==> config.mk <==
export PLATFORM = sky130hd
export DESIGN_NAME = comma_token_lexer_core
export DESIGN_NICKNAME = d
export VERILOG_FILES = /design/src/hdl/ctl_pkg.sv /design/src/hdl/comma_token_lexer_core.sv
export SDC_FILE = /design/constraint.sdc
export NUM_CORES = 1
export LEC_CHECK = 0
export BUFFER_PORTS_ARGS = -buffer_cell sky130_fd_sc_hd__buf_2
export CAP_MARGIN = 30
export CORE_ASPECT_RATIO = 0.8
export CORE_MARGIN = 1.5
export CORE_UTILIZATION = 50
export CTS_CLUSTER_SIZE = 30
export DETAILED_ROUTE_END_ITERATION = 12
export PLACE_DENSITY = 0.72
export SYNTH_ARGS = -nofsm -noshare
export SYNTH_HDL_FRONTEND = slang
export SYNTH_SLANG_ARGS = --single-unit
==> constraint.sdc <==
create_clock -name i_clk -period 2.6 [get_ports i_clk]
set_clock_uncertainty 0.05 [all_clocks]
set_input_delay 0.13 -clock i_clk [delete_from_list [all_inputs] [get_ports i_clk]]
set_output_delay 0.13 -clock i_clk [all_outputs]
set_load 0.005 [all_outputs]
==> src/hdl/ctl_pkg.sv <==
// ----------------------------------------------------------------------------
// ctl_pkg
// Shared constants and helpers for the comma-aware text lexer.
// ----------------------------------------------------------------------------
package ctl_pkg;

    localparam int unsigned LEN_W     = 10;
    localparam int unsigned BYTE_W    = 8;
    localparam int unsigned KIND_W    = 2;
    localparam int unsigned CFG_IDX_W = 1;
    localparam int unsigned CFG_DAT_W = 10;
    localparam int unsigned RES_MAX   = 3;
    localparam int unsigned RES_CNT_W = 2;

    // hard cap on token length, applied on top of the register
    localparam logic [LEN_W-1:0] TOKEN_LEN_MAX = 10'd1023;

    localparam logic [LEN_W-1:0]  MAX_LEN_RST = 10'd1023;
    localparam logic [BYTE_W-1:0] SEP_RST     = 8'd44;

    // register indexes
    localparam logic [CFG_IDX_W-1:0] REG_MAX_LEN = 1'd0;
    localparam logic [CFG_IDX_W-1:0] REG_SEP     = 1'd1;

    // result kinds
    localparam logic [KIND_W-1:0] KIND_CHAR = 2'd0;
    localparam logic [KIND_W-1:0] KIND_END  = 2'd1;
    localparam logic [KIND_W-1:0] KIND_EOT  = 2'd2;

    // bytes with a meaning of their own
    localparam logic [BYTE_W-1:0] CH_NUL   = 8'h00;
    localparam logic [BYTE_W-1:0] CH_NL    = 8'h0A;
    localparam logic [BYTE_W-1:0] CH_SPACE = 8'h20;
    localparam logic [BYTE_W-1:0] CH_QUOTE = 8'h22;
    localparam logic [BYTE_W-1:0] CH_STAR  = 8'h2A;
    localparam logic [BYTE_W-1:0] CH_SLASH = 8'h2F;

    typedef struct packed {
        logic [KIND_W-1:0] kind;
        logic [BYTE_W-1:0] chr;
        logic              quoted;
        logic              trunc;
    } t_res;

    // bytes up to and including space and the upper half are all skipped
    function automatic logic f_is_skip(input logic [BYTE_W-1:0] b);
        return (b <= CH_SPACE) || b[BYTE_W-1];
    endfunction

endpackage

==> src/hdl/comma_token_lexer_core.sv <==
// ----------------------------------------------------------------------------
// comma_token_lexer_core
// Byte-stream lexer: skips space, control and upper-half bytes and C comments,
// ends words at a programmable separator byte, and emits token characters and markers.
// ----------------------------------------------------------------------------
//
//  channel | direction | handshake                  | payload
//  --------+-----------+----------------------------+-------------------------
//  in      | input     | i_in_valid / o_in_stall    | i_in_byte
//  out     | output    | o_out_valid / i_out_stall  | o_out_kind, o_out_char,
//          |           |                            | o_was_quoted,
//          |           |                            | o_was_truncated,
//          |           |                            | o_last_of_run
//  cfg     | input     | i_cfg_we                   | i_cfg_index, i_cfg_wdata
//
// Each byte is lexed in the cycle it is accepted; its zero to three results
// land in a result register and leave one per cycle unless the output
// stalls, so bytes giving at most one result go in at a byte per cycle;
// a byte giving more holds the input while the result register drains.
// Reset (synchronous, active low) returns the lexer to idle between tokens
// and loads the register defaults. The input stalls only while more than
// one result is still waiting, or one is waiting and the output stalls.
//
module comma_token_lexer_core (
    input  logic                            i_clk,
    input  logic                            i_rst_n,
    input  logic                            i_in_valid,
    output logic                            o_in_stall,
    input  logic [ctl_pkg::BYTE_W-1:0]      i_in_byte,
    output logic                            o_out_valid,
    input  logic                            i_out_stall,
    output logic [ctl_pkg::KIND_W-1:0]      o_out_kind,
    output logic [ctl_pkg::BYTE_W-1:0]      o_out_char,
    output logic                            o_was_quoted,
    output logic                            o_was_truncated,
    output logic                            o_last_of_run,
    input  logic                            i_cfg_we,
    input  logic [ctl_pkg::CFG_IDX_W-1:0]   i_cfg_index,
    input  logic [ctl_pkg::CFG_DAT_W-1:0]   i_cfg_wdata
);

    typedef enum logic [2:0] {
        M_IDLE  = 3'd0,
        M_SLASH = 3'd1,
        M_LINE  = 3'd2,
        M_BLOCK = 3'd3,
        M_BSTAR = 3'd4,
        M_WORD  = 3'd5,
        M_QUOTE = 3'd6
    } t_mode;

    typedef struct packed {
        t_mode                            mode;
        logic [ctl_pkg::LEN_W-1:0]        len;
        logic                             drp;
        logic [ctl_pkg::RES_CNT_W-1:0]    cnt;
        ctl_pkg::t_res [ctl_pkg::RES_MAX-1:0] res;
    } t_work;

    t_mode                              r_mode;
    logic [ctl_pkg::LEN_W-1:0]          r_len;
    logic                               r_drp;
    logic [ctl_pkg::LEN_W-1:0]          r_max_len;
    logic [ctl_pkg::BYTE_W-1:0]         r_sep;
    logic [ctl_pkg::RES_CNT_W-1:0]      r_rem;
    ctl_pkg::t_res [ctl_pkg::RES_MAX-1:0] r_res;

    t_work                              n_work;
    logic [ctl_pkg::LEN_W-1:0]          lim;
    logic                               in_acc;
    logic                               out_acc;

    function automatic t_work f_emit(input t_work w, input logic [ctl_pkg::KIND_W-1:0] kind,
                                     input logic [ctl_pkg::BYTE_W-1:0] chr,
                                     input logic quoted, input logic trunc);
        t_work v;
        v = w;
        if (v.cnt < ctl_pkg::RES_CNT_W'(ctl_pkg::RES_MAX)) begin
            v.res[v.cnt].kind   = kind;
            v.res[v.cnt].chr    = chr;
            v.res[v.cnt].quoted = quoted;
            v.res[v.cnt].trunc  = trunc;
            v.cnt               = v.cnt + 1'b1;
        end
        return v;
    endfunction

    function automatic t_work f_start(input t_work w);
        t_work v;
        v     = w;
        v.len = '0;
        v.drp = 1'b0;
        return v;
    endfunction

    // keep the character while under the limit, else flag the drop
    function automatic t_work f_add(input t_work w, input logic [ctl_pkg::BYTE_W-1:0] b,
                                    input logic quoted, input logic [ctl_pkg::LEN_W-1:0] lm);
        t_work v;
        v = w;
        if (v.len < lm) begin
            v.len = v.len + 1'b1;
            v     = f_emit(v, ctl_pkg::KIND_CHAR, b, quoted, 1'b0);
        end else begin
            v.drp = 1'b1;
        end
        return v;
    endfunction

    function automatic t_work f_idle(input t_work w, input logic [ctl_pkg::BYTE_W-1:0] b,
                                     input logic [ctl_pkg::LEN_W-1:0] lm);
        t_work v;
        v = w;
        if (b == ctl_pkg::CH_NUL) begin
            v      = f_emit(v, ctl_pkg::KIND_EOT, ctl_pkg::CH_NUL, 1'b0, 1'b0);
            v.mode = M_IDLE;
        end else if (ctl_pkg::f_is_skip(b)) begin
            v.mode = M_IDLE;
        end else if (b == ctl_pkg::CH_SLASH) begin
            v.mode = M_SLASH;
        end else if (b == ctl_pkg::CH_QUOTE) begin
            v      = f_start(v);
            v.mode = M_QUOTE;
        end else begin
            v      = f_start(v);
            v      = f_add(v, b, 1'b0, lm);
            v.mode = M_WORD;
        end
        return v;
    endfunction

    // the byte that ends a word is lexed again as the first idle byte
    function automatic t_work f_word(input t_work w, input logic [ctl_pkg::BYTE_W-1:0] b,
                                     input logic [ctl_pkg::BYTE_W-1:0] sep,
                                     input logic [ctl_pkg::LEN_W-1:0] lm);
        t_work v;
        v = w;
        if (!ctl_pkg::f_is_skip(b) && (b != sep)) begin
            v = f_add(v, b, 1'b0, lm);
        end else begin
            v      = f_emit(v, ctl_pkg::KIND_END, ctl_pkg::CH_NUL, 1'b0, v.drp);
            v.mode = M_IDLE;
            v      = f_idle(v, b, lm);
        end
        return v;
    endfunction

    assign lim = (ctl_pkg::TOKEN_LEN_MAX < r_max_len) ? ctl_pkg::TOKEN_LEN_MAX : r_max_len;

    always_comb begin
        n_work      = '0;
        n_work.mode = r_mode;
        n_work.len  = r_len;
        n_work.drp  = r_drp;
        unique case (r_mode)
            M_SLASH: begin
                if (i_in_byte == ctl_pkg::CH_SLASH) begin
                    n_work.mode = M_LINE;
                end else if (i_in_byte == ctl_pkg::CH_STAR) begin
                    n_work.mode = M_BSTAR;
                end else begin
                    // lone slash opens a word
                    n_work      = f_start(n_work);
                    n_work      = f_add(n_work, ctl_pkg::CH_SLASH, 1'b0, lim);
                    n_work.mode = M_WORD;
                    n_work      = f_word(n_work, i_in_byte, r_sep, lim);
                end
            end
            M_LINE: begin
                if (i_in_byte == ctl_pkg::CH_NUL) begin
                    n_work = f_idle(n_work, i_in_byte, lim);
                end else if (i_in_byte == ctl_pkg::CH_NL) begin
                    n_work.mode = M_IDLE;
                end
            end
            M_BLOCK: begin
                if (i_in_byte == ctl_pkg::CH_NUL) begin
                    n_work = f_idle(n_work, i_in_byte, lim);
                end else if (i_in_byte == ctl_pkg::CH_STAR) begin
                    n_work.mode = M_BSTAR;
                end
            end
            M_BSTAR: begin
                if (i_in_byte == ctl_pkg::CH_NUL) begin
                    n_work = f_idle(n_work, i_in_byte, lim);
                end else if (i_in_byte == ctl_pkg::CH_SLASH) begin
                    n_work.mode = M_IDLE;
                end else if (i_in_byte != ctl_pkg::CH_STAR) begin
                    n_work.mode = M_BLOCK;
                end
            end
            M_WORD: begin
                n_work = f_word(n_work, i_in_byte, r_sep, lim);
            end
            M_QUOTE: begin
                if (i_in_byte == ctl_pkg::CH_QUOTE) begin
                    n_work = f_emit(n_work, ctl_pkg::KIND_END, ctl_pkg::CH_NUL, 1'b1,
                                    n_work.drp);
                    n_work.mode = M_IDLE;
                end else if (i_in_byte == ctl_pkg::CH_NUL) begin
                    n_work = f_emit(n_work, ctl_pkg::KIND_END, ctl_pkg::CH_NUL, 1'b1,
                                    n_work.drp);
                    n_work.mode = M_IDLE;
                    n_work      = f_idle(n_work, i_in_byte, lim);
                end else begin
                    n_work = f_add(n_work, i_in_byte, 1'b1, lim);
                end
            end
            default: begin
                n_work.mode = M_IDLE;
                n_work      = f_idle(n_work, i_in_byte, lim);
            end
        endcase
    end

    // take a new byte once the last waiting result leaves
    assign o_in_stall = (r_rem > 2'd1) || ((r_rem == 2'd1) && i_out_stall);
    assign in_acc     = i_in_valid && !o_in_stall;
    assign out_acc    = o_out_valid && !i_out_stall;

    always_ff @(posedge i_clk) begin
        if (!i_rst_n) begin
            r_mode    <= M_IDLE;
            r_len     <= '0;
            r_drp     <= 1'b0;
            r_rem     <= '0;
            r_max_len <= ctl_pkg::MAX_LEN_RST;
            r_sep     <= ctl_pkg::SEP_RST;
        end else begin
            if (in_acc) begin
                r_mode <= n_work.mode;
                r_len  <= n_work.len;
                r_drp  <= n_work.drp;
                r_rem  <= n_work.cnt;
            end else if (out_acc) begin
                r_rem <= r_rem - 1'b1;
            end
            if (i_cfg_we) begin
                unique case (i_cfg_index)
                    ctl_pkg::REG_MAX_LEN: r_max_len <= i_cfg_wdata[ctl_pkg::LEN_W-1:0];
                    ctl_pkg::REG_SEP:     r_sep     <= i_cfg_wdata[ctl_pkg::BYTE_W-1:0];
                    default:              r_sep     <= r_sep;
                endcase
            end
        end
    end

    // result words: load a fresh batch, or advance by one on each take
    always_ff @(posedge i_clk) begin
        if (in_acc) begin
            r_res <= n_work.res;
        end else if (out_acc) begin
            r_res[0] <= r_res[1];
            r_res[1] <= r_res[2];
        end
    end

    assign o_out_valid     = (r_rem != '0);
    assign o_out_kind      = r_res[0].kind;
    assign o_out_char      = r_res[0].chr;
    assign o_was_quoted    = r_res[0].quoted;
    assign o_was_truncated = r_res[0].trunc;
    assign o_last_of_run   = (r_rem == 2'd1);

endmodule
# Word-level counts from Yosys, hierarchy flattened
# Index checks and enable logic that the tools add are counted.
[word_totals]
regBits = 70
wordCells = 232
output_inout_bits = 15
inputBits = 24
[op_classes]
order_cmp = 18
n_reduce_logical = 20
addsub = 7
n_mux = 142
n_eq_ne = 26
n_bitwise = 1
[ops]
columns = ["cell", "n"]
rows = [
  ["bitwise mux 36 bit", 28],
  ["2-to-1 mux 38 bit", 17],
  ["demux 12 bit (select 2 bit)", 16],
  ["2-to-1 mux 52 bit", 7],
  ["2-to-1 mux 49 bit", 7],
  ["case mux 52 bit (6 select lines)", 1],
  ["2-to-1 mux 37 bit", 5],
  ["2-to-1 mux 51 bit", 3],
  ["2-to-1 mux 12 bit", 9],
  ["2-to-1 mux 10 bit", 10],
  ["2-to-1 mux 24 bit", 2],
  ["2-to-1 mux 3 bit", 14],
  ["equality test 8 x 6 -> 1 bit, second input constant", 3],
  ["2-to-1 mux 2 bit", 11],
  ["adder 10 x 1 -> 10 bit, second input constant", 2],
  ["< comparator 10 bit", 2],
  ["inequality test 3 bit, second input constant", 5],
  ["inequality test 7 x 1 -> 1 bit, second input constant", 2],
  ["< comparator 2 x 3 -> 1 bit, second input constant", 4],
  ["2-to-1 mux 1 bit", 12],
  ["AND reduction 11 bit", 1],
  ["< comparator 1 x 10 -> 1 bit, first input constant", 1],
  ["< comparator 10 bit, first input constant", 1],
  ["equality test 3 bit, second input constant", 3],
  ["other kinds (23)", 48],
]

# Logic depth before layout (Yosys ltp)
[logic_depth]
ltp_word = 38
depth_mapped = 11
depth_no_buf = 9

# Worst setup path after synthesis
# Ideal clock, no wire load.
[synth_path]
path_kind = "reg2reg"
start = "reg r_rem[0] (netlist bit)"
end = "reg r_res, in the netlist o_out_char[0], enable pin"
path_stages_with_launch = 4
required_time_ns = 2.118
arrival_ns = 2.202
path_buffers = 0
setup_ns = 0.432
synth_period_minus_slack_ns = 2.683
setup_slack_ns = -0.083
cell_sequence = "dfxtp_1 -> inv_1 -> ha_1 -> o21ai_0"
[synth_via]
elab_chain_cells = 6
elab_cells_between_ends = 9
classes_between = "1 x order compare; 1 x eq/ne; 7 x reduce/logical"
[synth_lines]
columns = ["element", "line", "source"]
rows = [
  ["start, declared", "comma_token_lexer_core.sv:65", "logic [ctl_pkg::RES_CNT_W-1:0] r_rem;"],
  ["start signal, assigned", "comma_token_lexer_core.sv:234", "r_rem <= n_work.cnt;"],
  ["start signal, assigned", "comma_token_lexer_core.sv:236", "r_rem <= r_rem - 1'b1;"],
  ["equality test 2 x 1 -> 1 bit", "comma_token_lexer_core.sv:217", "assign o_in_stall = (r_rem > 2'd1) || ((r_rem == 2'd1) && i_out_stall);"],
  ["logical AND 1 bit", "comma_token_lexer_core.sv:217", ""],
  ["logical OR 1 bit", "comma_token_lexer_core.sv:217", ""],
  ["logical NOT 1 bit", "comma_token_lexer_core.sv:218", "assign in_acc = i_in_valid && !o_in_stall;"],
  ["logical AND 1 bit", "comma_token_lexer_core.sv:218", ""],
  ["nonzero test 2 bit (no source line) (*)", "--", ""],
  ["end signal, assigned", "comma_token_lexer_core.sv:251", "r_res <= n_work.res;"],
  ["end, declared", "comma_token_lexer_core.sv:66", "ctl_pkg::t_res [ctl_pkg::RES_MAX-1:0] r_res;"],
]
# Mark *: on every way between the ends. The rest lies on a longest branch, timed or not.
# A chain may end at the register's enable or synchronous reset.

# Worst setup path after layout
[layout_path]
start = "reg r_rem[1] (netlist bit)"
end = "reg r_len[6] (netlist bit)"
[layout_via]
elab_chain_cells = 6
elab_cells_between_ends = 7
classes_between = "1 x order compare; 1 x eq/ne; 5 x reduce/logical"
[layout_lines]
columns = ["element", "line", "source"]
rows = [
  ["equality test 2 x 1 -> 1 bit", "comma_token_lexer_core.sv:217", ""],
  ["logical AND 1 bit", "comma_token_lexer_core.sv:217", ""],
  ["logical OR 1 bit (*)", "comma_token_lexer_core.sv:217", ""],
  ["logical NOT 1 bit (*)", "comma_token_lexer_core.sv:218", ""],
  ["logical AND 1 bit (*)", "comma_token_lexer_core.sv:218", ""],
  ["AND reduction 11 bit (no source line) (*)", "--", ""],
  ["end signal, assigned", "comma_token_lexer_core.sv:232", "r_len <= n_work.len;"],
  ["end, declared", "comma_token_lexer_core.sv:61", "logic [ctl_pkg::LEN_W-1:0] r_len;"],
]
# Marks and branches as above.

==> flow_summary.toml <==
[status]
outcome = "finished, final reports clean"

[clock_tree]
htree_levels = 3
path_clk_slew_ns = 0.07
cts_tree = "done"
clock_latency_ns = 0.34
root_buffer = "clkbuf_8"
clock_path_buffers = 2
cts_buffers = 9
numClockSinks = 65

[synthesis]
synth-async-reset-ratio_pct = 0
syn_area_per_cell_sq_um = 8.58
synth_top_family_by_area = "simple AND/OR/NAND/NOR gates"
synthCells = 461
synth_adder_area_share_pct = 4.11
yosysSeqAreaShare_pct = 40.7
synth_area_leaders = "edfxtp_1 24%, dfxtp_1 17%, nand2_1 6.5%"
yosys_most_used_dff = "dfxtp_1"
ys_ff_latch = 65
ys_types = 64
synth_mux_area_share_pct = 0.506
synth_top_area_share_pct = 23.5
ys_warn_count = 0
syn_area_sq_mm = 0.00396
yosys.area_share.simple_pct = 22.3
yosysTopAreaCell = "edfxtp_1"
synth-compound-area-share_pct = 21.9
synthXorXnorAreaFrac_pct = 2.85
synth_nets = 498
synth-edff-count = 31

[placed_design]
post-dp-hpwl_mm = 7.71
gp_congestion = 0.965
portBuffers = 38
dp.cells = 601

[global_routing]
overflow = 0
grt_pass1_wl_mm = 17.3
grt_max_degree = 25
grt_pass1_vias = 3454
track_usage_pct = 26.9
antenna_found_initial = 0

[drt]
ant_nets = 0
route.detailed.drc = 0
vias = 3710
drt_iter0_drc = 263
dr.pass1.iters = 5
finalWirelength_mm = 10.6
viasPerCell = 5.89
post_drt_wl_per_cell_microns = 16.8

[power]
p_leak_nw = 1.90
powerDensity_mw_per_mm2 = 771
power_mw = 3.63
irDropWorstVdd_uv = 429

[worst_setup_path]
path_class = "reg -> reg"
startpoint_type = "flip-flop"
cp.required_ns = 2.83
crit_path_max_fanout = 5
critPathArrivalTime_ns = 2.79
cp_cell_sequence = "inv_2, ha_4, mux2i_2, nand2_1, or4_4, or3b_4, or4b_4, a21oi_2"
reg2reg_depth = 8
cp-end-kind = "flip-flop"
slowest_stage = "or4b_4"
cp_slowest_stage_delay_ns = 0.53
reg2reg_slack_ns = 0.04

[sta]
post-route-period-util_pct = 98.6
drv_slew = 0
tns_ns = 0
setup_violations = 0
fmax_ghz = 0.390
worst_slew_pin_slew_ns = 0.626
hold_viol = 0
period_minus_slack_ns = 2.56
slew_headroom_pct = 57.9
rsz0062_at_grt = "no"

[die]
rows = 28
die_w_microns = 102
ios = 39
core-area_sq_mm = 0.00753
fp.dieArea_sq_mm = 0.00846
start_util_pct = 52.5
die_y_microns = 82.6

[layout]
syn2layout_area_growth_pct = 19.0
antennaDiodeCount = 0
layout-drive-gt1-share_pct = 21.1
fin_cells = 630
fillers = 661
final_util_pct = 62.5
layout.nets = 557

[run]
drv_cap = 0

[worst_hold_path]
hold_depth = 2
hp-class = "in -> reg"
==> critical path: cells and delay by family, from the launching register on <==
kind / cells / cell delay (ns)
fa+ha+maj: 1 / 0.13
simple gates: 4 / 1.56
mux: 1 / 0.22
buf+inv: 1 / 0.07
flops: 1 / 0.34
compound gates: 1 / 0.13
==> routing by layer <==
layer	GRT usage, %	part of all wire [%]	up-vias	wire length [microns]
met5	0	0	-	0
met4	8.63	1.6	0	174
met3	5.05	6.9	24	731
met2	40.4	43	154	4550
met1	39.0	48	1742	5100
li1	-	-	1790	-
==> logic make-up (layout without fill, tap and decap cells) <==
family | count (synthesis) | after routing
and+or+nand+nor | 184 | 184
AOI/OAI and AO/OA | 125 | 125
DFF | 65 | 65
buffers and inverters | 59 | 123
adders and majority gates | 13 | 13
xor gates and xnor gates | 12 | 12
muxes | 2 | 2
other | 1 | 1
==> registers in the layout, summed over array words and instances (netlist names) <==
signal,cells
r_max_len,10
r_len,10
o_was_truncated,1
r_sep,8
r_res,19
r_drp,1
o_out_kind,2
r_rem,2
r_mode,3
o_was_quoted,1
o_out_char,8
==> synthesized netlist by cell type, types with 5 or more instances <==
cell type	number
a22o_1	6
nand2_1	69
dfxtp_1	34
a21oi_1	26
o21a_1	6
and3_1	5
nor2_1	33
clkbuf_1	16
o21ai_0	21
nand3_1	19
edfxtp_1	31
xnor2_1	11
nand4_1	6
a31oi_1	7
ha_1	13
inv_1	21
nor2b_1	5
o211ai_1	11
nor3_1	11
buf_4	14
nor4_1	6
and2_1	11
o22ai_1	6
a21boi_0	5
==> report_power, final <==
group / switching, mW / internal (mW)
Combinational: 0.759 / 0.551
Clock: 0.382 / 0.493
Sequential: 0.0868 / 1.36
Total: 1.23 / 2.40
==> placed cells by master, fill, tap and decap left out, types with 4 or more instances in the layout <==
cell type      netlist  layout
a211oi_1             4       4
a21boi_0             5       5
a21oi_1             26      25
a22o_1               6       6
a31oi_1              7       7
and2_1              11      11
and3_1               5       5
buf_2                4      38
buf_4               14      37
clkbuf_8             0      11
dfxtp_1             34      32
dlygate4sd3_1        0      10
edfxtp_1            31      31
ha_1                13      12
inv_1               21      20
nand2_1             69      69
nand3_1             19      19
nand4_1              6       6
nor2_1              33      33
nor2b_1              5       4
nor3_1              11      11
nor4_1               6       5
o211ai_1            11      11
o21a_1               6       6
o21ai_0             21      20
o22ai_1              6       5
or3_1                4       4
xnor2_1             11      11
==> area by class of cell <==
class / instances / area [sq um] / area share [%]
Timing Repair Buffer: 86 / 583 / 12.4
Clock inverter: 3 / 40.0 / 0.850
Tap cell: 105 / 131 / 2.79
Inverter: 21 / 78.8 / 1.67
Clock buffer: 13 / 159 / 3.37
Sequential cell: 65 / 1620 / 34.3
Multi-Input combinational cell: 337 / 2100 / 44.6
==> path summary, 6_finish.rpt <==
| path | start | endpoint |
|---|---|---|
| max | r_rem[1] | r_len[6] |
| min | i_rst_n | r_len[3] |
| max reg2reg | r_rem[1] | r_len[6] |
| min reg2reg | r_sep[7] | r_sep[7] |
==> per-stage QoR <==
stage	area [sq um]	hold WS, ns	setup slack [ns]
final	4710	0.0668	0.0369
after global placement	4320	0.303	0.0639
after floorplan	3960	0.204	-0.00618
after global routing	4710	0.0695	0.000335
after CTS	4680	0.0600	0.00150
after detailed placement	4340	0.310	-0.0879
==> timing repair <==
action | CTS | global route
resized for setup | 8 | 6
endpoints found under the hold margin | 15 | 0
pin swaps | 4 | 5
setup endpoints to repair | 4 | 6
hold buffers | 10 | 0
setup buffers | 2 | 1
Note: power is estimated with default switching activity, not from simulation.
